File: src/rtl/fwps_pkg.sv
`timescale 1ns / 1ps
// Shared types and codes for the FIFO with priority slot.
package fwps_pkg;

    typedef enum logic [1:0] {
        OP_PUSH      = 2'd0,
        OP_PRIO_PUSH = 2'd1,
        OP_POP       = 2'd2,
        OP_STEAL     = 2'd3
    } t_opcode;

    typedef enum logic {
        ST_IDLE = 1'b0,
        ST_READ = 1'b1
    } t_state;

    localparam int unsigned PORT_WIDTH = 32;

endpackage

File: src/rtl/fifo_with_priority_slot_top.sv
`timescale 1ns / 1ps
// Result path: push, priority push, slot pop and empty pop/steal give their result in the cycle
// after acceptance; a pop or steal served from the queue goes through the RAM read register, then the result register.
// Throughput: one transaction per cycle for pushes and slot pops while the receiver takes results;
// a read from the entry RAM, which has a single registered read port, holds off input in ST_READ.
// Reset (synchronous, active low) clears the pointers, the priority slot and the output
// valid; the entry RAM is not cleared, since only written entries are ever read.
module fifo_with_priority_slot_top
    import fwps_pkg::*;
#(
    parameter int LOG_DEPTH     = 6,
    parameter int ELEMENT_WIDTH = 32
) (
    input  logic                  i_clk,
    input  logic                  i_rst_n,
    input  logic                  i_in_valid,
    output logic                  o_in_ready,
    input  logic [1:0]            i_opcode,
    input  logic [PORT_WIDTH-1:0] i_element,
    output logic                  o_out_valid,
    input  logic                  i_out_ready,
    output logic [PORT_WIDTH-1:0] o_out_element,
    output logic                  o_got_element,
    output logic                  o_overflow
);

    localparam int DEPTH = 1 << LOG_DEPTH;
    localparam int PTR_W = LOG_DEPTH + 1;

    t_state r_state, n_state;

    logic [PTR_W-1:0]         r_head, n_head;
    logic [PTR_W-1:0]         r_tail, n_tail;
    logic [ELEMENT_WIDTH-1:0] r_slot, n_slot;

    logic                     r_out_valid, n_out_valid;
    logic [PORT_WIDTH-1:0]    r_out_element, n_out_element;
    logic                     r_got, n_got;
    logic                     r_ovf, n_ovf;

    logic [ELEMENT_WIDTH-1:0] mem [DEPTH];
    logic [ELEMENT_WIDTH-1:0] r_rd_data;
    logic                     mem_we;
    logic [LOG_DEPTH-1:0]     mem_waddr;
    logic [ELEMENT_WIDTH-1:0] mem_wdata;
    logic                     mem_re;

    logic                     in_fire;
    logic                     out_fire;
    logic [PTR_W-1:0]         fill;
    logic                     q_full;
    logic                     q_empty;
    logic                     slot_busy;
    logic                     head_read;
    logic [ELEMENT_WIDTH-1:0] elem_in;
    t_opcode                  op;

    assign op        = t_opcode'(i_opcode);
    assign elem_in   = ELEMENT_WIDTH'(i_element);
    assign fill      = r_tail - r_head;
    assign q_full    = fill[LOG_DEPTH];
    assign q_empty   = (fill == '0);
    assign slot_busy = (r_slot != '0);

    assign o_in_ready  = (r_state == ST_IDLE) && (!r_out_valid || i_out_ready);
    assign in_fire     = i_in_valid && o_in_ready;
    assign out_fire    = r_out_valid && i_out_ready;

    // Pop falls through to the queue only when the slot is empty.
    assign head_read = in_fire && !q_empty &&
                       ((op == OP_STEAL) || ((op == OP_POP) && !slot_busy));

    // Next state.
    always_comb begin
        n_state = r_state;
        unique case (r_state)
            ST_IDLE: begin
                if (head_read) begin
                    n_state = ST_READ;
                end
            end
            ST_READ: n_state = ST_IDLE;
            default: n_state = ST_IDLE;
        endcase
    end

    // RAM read enable; the result is loaded from the read data in ST_READ by the block below.
    always_comb begin
        mem_re = 1'b0;
        unique case (r_state)
            ST_IDLE: mem_re = head_read;
            ST_READ: mem_re = 1'b0;
            default: mem_re = 1'b0;
        endcase
    end

    always_comb begin
        n_head        = r_head;
        n_tail        = r_tail;
        n_slot        = r_slot;
        n_out_valid   = r_out_valid && !out_fire;
        n_out_element = r_out_element;
        n_got         = r_got;
        n_ovf         = r_ovf;
        mem_we        = 1'b0;
        mem_waddr     = r_tail[LOG_DEPTH-1:0];
        mem_wdata     = elem_in;

        if (r_state == ST_READ) begin
            n_out_valid   = 1'b1;
            n_out_element = PORT_WIDTH'(r_rd_data);
            n_got         = 1'b1;
            n_ovf         = 1'b0;
        end else if (in_fire) begin
            n_out_element = '0;
            n_got         = 1'b0;
            n_ovf         = 1'b0;
            case (op)
                OP_PUSH: begin
                    n_out_valid = 1'b1;
                    if (q_full) begin
                        n_ovf = 1'b1;
                    end else begin
                        mem_we = 1'b1;
                        n_tail = r_tail + PTR_W'(1);
                    end
                end
                OP_PRIO_PUSH: begin
                    n_out_valid = 1'b1;
                    if (!slot_busy) begin
                        n_slot = elem_in;
                    end else if (q_full) begin
                        n_ovf = 1'b1;
                    end else begin
                        mem_we    = 1'b1;
                        mem_wdata = r_slot;
                        n_tail    = r_tail + PTR_W'(1);
                        n_slot    = elem_in;
                    end
                end
                OP_POP, OP_STEAL: begin
                    if ((op == OP_POP) && slot_busy) begin
                        n_out_valid   = 1'b1;
                        n_out_element = PORT_WIDTH'(r_slot);
                        n_got         = 1'b1;
                        n_slot        = '0;
                    end else if (q_empty) begin
                        n_out_valid = 1'b1;
                    end else begin
                        // The result is loaded when the RAM data returns.
                        n_head = r_head + PTR_W'(1);
                    end
                end
                default: begin
                    n_out_valid = 1'b1;
                end
            endcase
        end
    end

    always_ff @(posedge i_clk) begin
        if (mem_we) begin
            mem[mem_waddr] <= mem_wdata;
        end
        if (mem_re) begin
            r_rd_data <= mem[r_head[LOG_DEPTH-1:0]];
        end
    end

    always_ff @(posedge i_clk) begin
        if (!i_rst_n) begin
            r_state     <= ST_IDLE;
            r_head      <= '0;
            r_tail      <= '0;
            r_slot      <= '0;
            r_out_valid <= 1'b0;
        end else begin
            r_state     <= n_state;
            r_head      <= n_head;
            r_tail      <= n_tail;
            r_slot      <= n_slot;
            r_out_valid <= n_out_valid;
        end
    end

    always_ff @(posedge i_clk) begin
        r_out_element <= n_out_element;
        r_got         <= n_got;
        r_ovf         <= n_ovf;
    end

    assign o_out_valid   = r_out_valid;
    assign o_out_element = r_out_element;
    assign o_got_element = r_got;
    assign o_overflow    = r_ovf;

endmodule

File: config.mk
export PLATFORM = sky130hd
export DESIGN_NAME = fifo_with_priority_slot_top
export DESIGN_NICKNAME = d
export VERILOG_FILES = /design/src/rtl/fwps_pkg.sv /design/src/rtl/fifo_with_priority_slot_top.sv
export SDC_FILE = /design/constraint.sdc
export NUM_CORES = 2
export LEC_CHECK = 0
export BUFFER_PORTS_ARGS = -buffer_cell sky130_fd_sc_hd__buf_2
export CORE_MARGIN = 4
export CORE_UTILIZATION = 68
export CTS_CLUSTER_SIZE = 30
export DETAILED_ROUTE_END_ITERATION = 8
export GPL_TIMING_DRIVEN = 1
export PLACE_DENSITY_LB_ADDON = 0.12
export SYNTH_ARGS = -nofsm -noshare
export SYNTH_HDL_FRONTEND = slang
export SYNTH_SLANG_ARGS = --single-unit
export TNS_END_PERCENT = 30
File: constraint.sdc
create_clock -name i_clk -period 13.37 [get_ports i_clk]
set_input_delay 2.0055 -clock i_clk [delete_from_list [all_inputs] [get_ports i_clk]]
set_output_delay 2.0055 -clock i_clk [all_outputs]
set_load 0.02 [all_outputs]
==> flow_summary.ini <==
[logic_synthesis]
ys_seq_area_share_pct = 77.7
syn_area_mm2 = 0.0829
synth_edf_count = 2112
synth_cell_type_count = 56
avgSynthCellArea_um2 = 23.4
ys.warnings.count = 0
async_flop_share_pct = 0
syn_inst = 3549
synth_seq_cells = 2162
synth_ff_type = edfxtp_1
syn_nets = 3596

[power_and_ir_drop]
p_leak_uw = 0.0280
p_per_area_mw_per_mm2 = 158
peakVddDrop_mv = 0.157
totalPowerFinal_uw = 14600

[cells_and_area]
regArea_mm2 = 0.0644
drive_gt1_share_pct = 31.3
layout_commonest_cell = edfxtp_1
fillers = 5996
area_delta_synth_final_pct = 11.3
multi_input_area_mm2 = 0.0181
layout_common_cells = edfxtp_1 (2112), mux4_2 (640), clkbuf_16 (207)
fin_nets = 3794
fin_area_mm2 = 0.0923

[detailed_routing]
wl_met1_mm = 75.2
drc = 0
routed_via_density = 7.50
drt-total-wl_mm = 226
dr_wl_met2_mm = 106
met3_length_mm = 33.6
ant_nets = 0
drtIter0Drc = 7491
vias = 41500
top_layer = met5
wl_per_cell_um = 40.9
drtPass1Iterations = 6

[clock_tree]
ctsResizeCount = 0
cts_tree = done
postCtsSetupRepairBufs = 0
insertion_delay_ps = 840
numClockSinks = 2162
cts-buffers-inserted = 201
ctsHoldBuffers = 0
cts.clk_slew.worst_paths_ps = 60
cts_buffer_depth = 3
root_buffer = clkbuf_16
htreeDepth = 4

[job]
drv_cap = 0

[die]
start_util_pct = 68.9
coreArea_mm2 = 0.120
io_pins = 74
fp.dieH_um = 357
rows = 127
dieArea_mm2 = 0.128
die_width_um = 357

[grt]
grt_pass1_wl_mm = 322
grt_max_degree = 122
grt_antenna_before_repair = 17
grt_use_total_pct = 36.8
first_global_vias = 42200
grt_overflow = 0

[setup_path]
critPathMaxStageDelay_ps = 930
crit_type = flip-flop to flip-flop
worstPathRequired_ps = 13910
path_common_cell = buf_4
crit_arrival_ps = 6470
critPathCaptureType = flip-flop
worstSetupStartpointType = flip-flop
worstPathMaxFanout = 70
critPathSlowestCell = dfxtp_4
cp_cell_sequence = buf_4 -> buf_4 -> buf_4 -> mux4_2 -> mux4_2 -> a22oi_1 -> nand2_1

[sta]
fin_crit_ps = 5940
maxSlewHeadroom_pct = 7.17
finalSetupViolations = 0
rsz0062_at_grt = false
finClkSkew_ps = 33.1
hold_violations = 0
worst_pin_slew_ps = 1390
fmaxAchievable_mhz = 168
fin_crit_sh_pct = 44.4
drv_slew = 0
timing.setup.tns_ps = 0

[placed_design]
place_congestion = 0.869
place_area_mm2 = 0.0858
hpwl_mm = 118
port_buffers = 73

[worst_hold_path]
min_path_type = flip-flop to flip-flop

[status]
status = finished, final reports clean
[path summary, 6_finish.rpt]
path | startpoint | endpoint | slack [ps] | cells after the start
worst max-delay path | r_head[1] | r_rd_data[25] | 7430 | 7
worst min-delay path | r_slot[29] | r_slot[29] | 500 | 2
worst min register to register | r_slot[29] | r_slot[29] | 500 | 2
worst max register to register | r_head[1] | r_rd_data[25] | 7430 | 7
[stage by stage]
step / utilization (%) / hold WS (ps) / setup slack [ps] / instances
finish: 76.7 / 498 / 7430 / 5529
global route: 76.7 / 515 / 7230 / 5523
CTS: 76.6 / 485 / 7560 / 5520
detailed placement: 71.3 / 477 / 7570 / 5153
global placement: 71.3 / 466 / 7660 / 5153
floorplan: - / 454 / 8330 / 3549
[cells by family (layout without fill, tap and decap cells)]
kind of cell	Yosys count	count (layout)	share of synthesized area, %
AO/OA/AOI/OAI	159	159	1.26
XOR/XNOR	9	9	0.0951
adder cells (fa/ha/maj)	9	9	0.145
buffers and inverters	205	567	1.15
flip-flops	2162	2162	77.7
multiplexers	675	675	17.9
other	0	6	0
AND/OR/NAND/NOR	330	330	1.83
[cells in the mapped netlist (3+ instances only)]
cell / instances / share of area [%]
xnor2_1: 3 / 0.032
and3_1: 4 / 0.030
a22oi_1: 46 / 0.42
buf_2: 61 / 0.37
mux2_1: 9 / 0.12
and2_1: 11 / 0.083
o31ai_1: 3 / 0.027
nand3b_1: 33 / 0.30
a211oi_1: 12 / 0.11
buf_6: 14 / 0.19
nor2_1: 84 / 0.38
a31oi_1: 9 / 0.068
nor2b_1: 4 / 0.030
ha_1: 8 / 0.12
nor4_1: 8 / 0.060
edfxtp_1: 2112 / 76
buf_1: 13 / 0.059
nand2b_1: 3 / 0.023
mux4_2: 640 / 17
mux2i_1: 3 / 0.036
inv_1: 12 / 0.054
a21oi_1: 39 / 0.24
clkbuf_1: 103 / 0.47
o21ai_0: 34 / 0.21
nand2_1: 155 / 0.70
mux2_2: 23 / 0.31
dfxtp_1: 50 / 1.2
a21o_1: 3 / 0.027
nand3_1: 11 / 0.066
xor2_1: 6 / 0.063
[worst max-delay path: cells and delay by family (launching register included)]
| family | cells | cell delay [ps] |
|---|---|---|
| flops | 1 | 930 |
| simple gates | 1 | 140 |
| mux | 2 | 940 |
| compound gates | 1 | 780 |
| buf+inv | 3 | 2600 |
[layout make-up]
class	instances	share of cell area (%)
inverter	14	0.0650
sequential	2162	69.8
antenna	6	0.0163
clock inverter	117	1.18
multi-input combinational	1182	19.6
tap	1612	2.18
timing repair buffer	186	1.40
clock buffer	250	5.80
[per-layer routing]
metal | GRT usage (%) | vias to the layer above
li1 | - | 15500
met1 | 51.8 | 21500
met2 | 55.0 | 3753
met3 | 11.5 | 683
met4 | 15.7 | 15
met5 | 0.340 | -
[sequential cells by signal, indices dropped and copies added, names as in the netlist, 7 cells and up]
name	count
mem	2048
r_rd_data	32
r_tail	7
o_out_element	32
r_head	7
r_slot	32
[report_power, final]
part           leakage (uW)  internal (uW)  switching, uW
logic               0.00537            498            747
registers            0.0195           7620           56.2
clock network       0.00316           3200           2460
total                0.0280          11300           3270
Note: power is estimated with default switching activity, not from simulation.
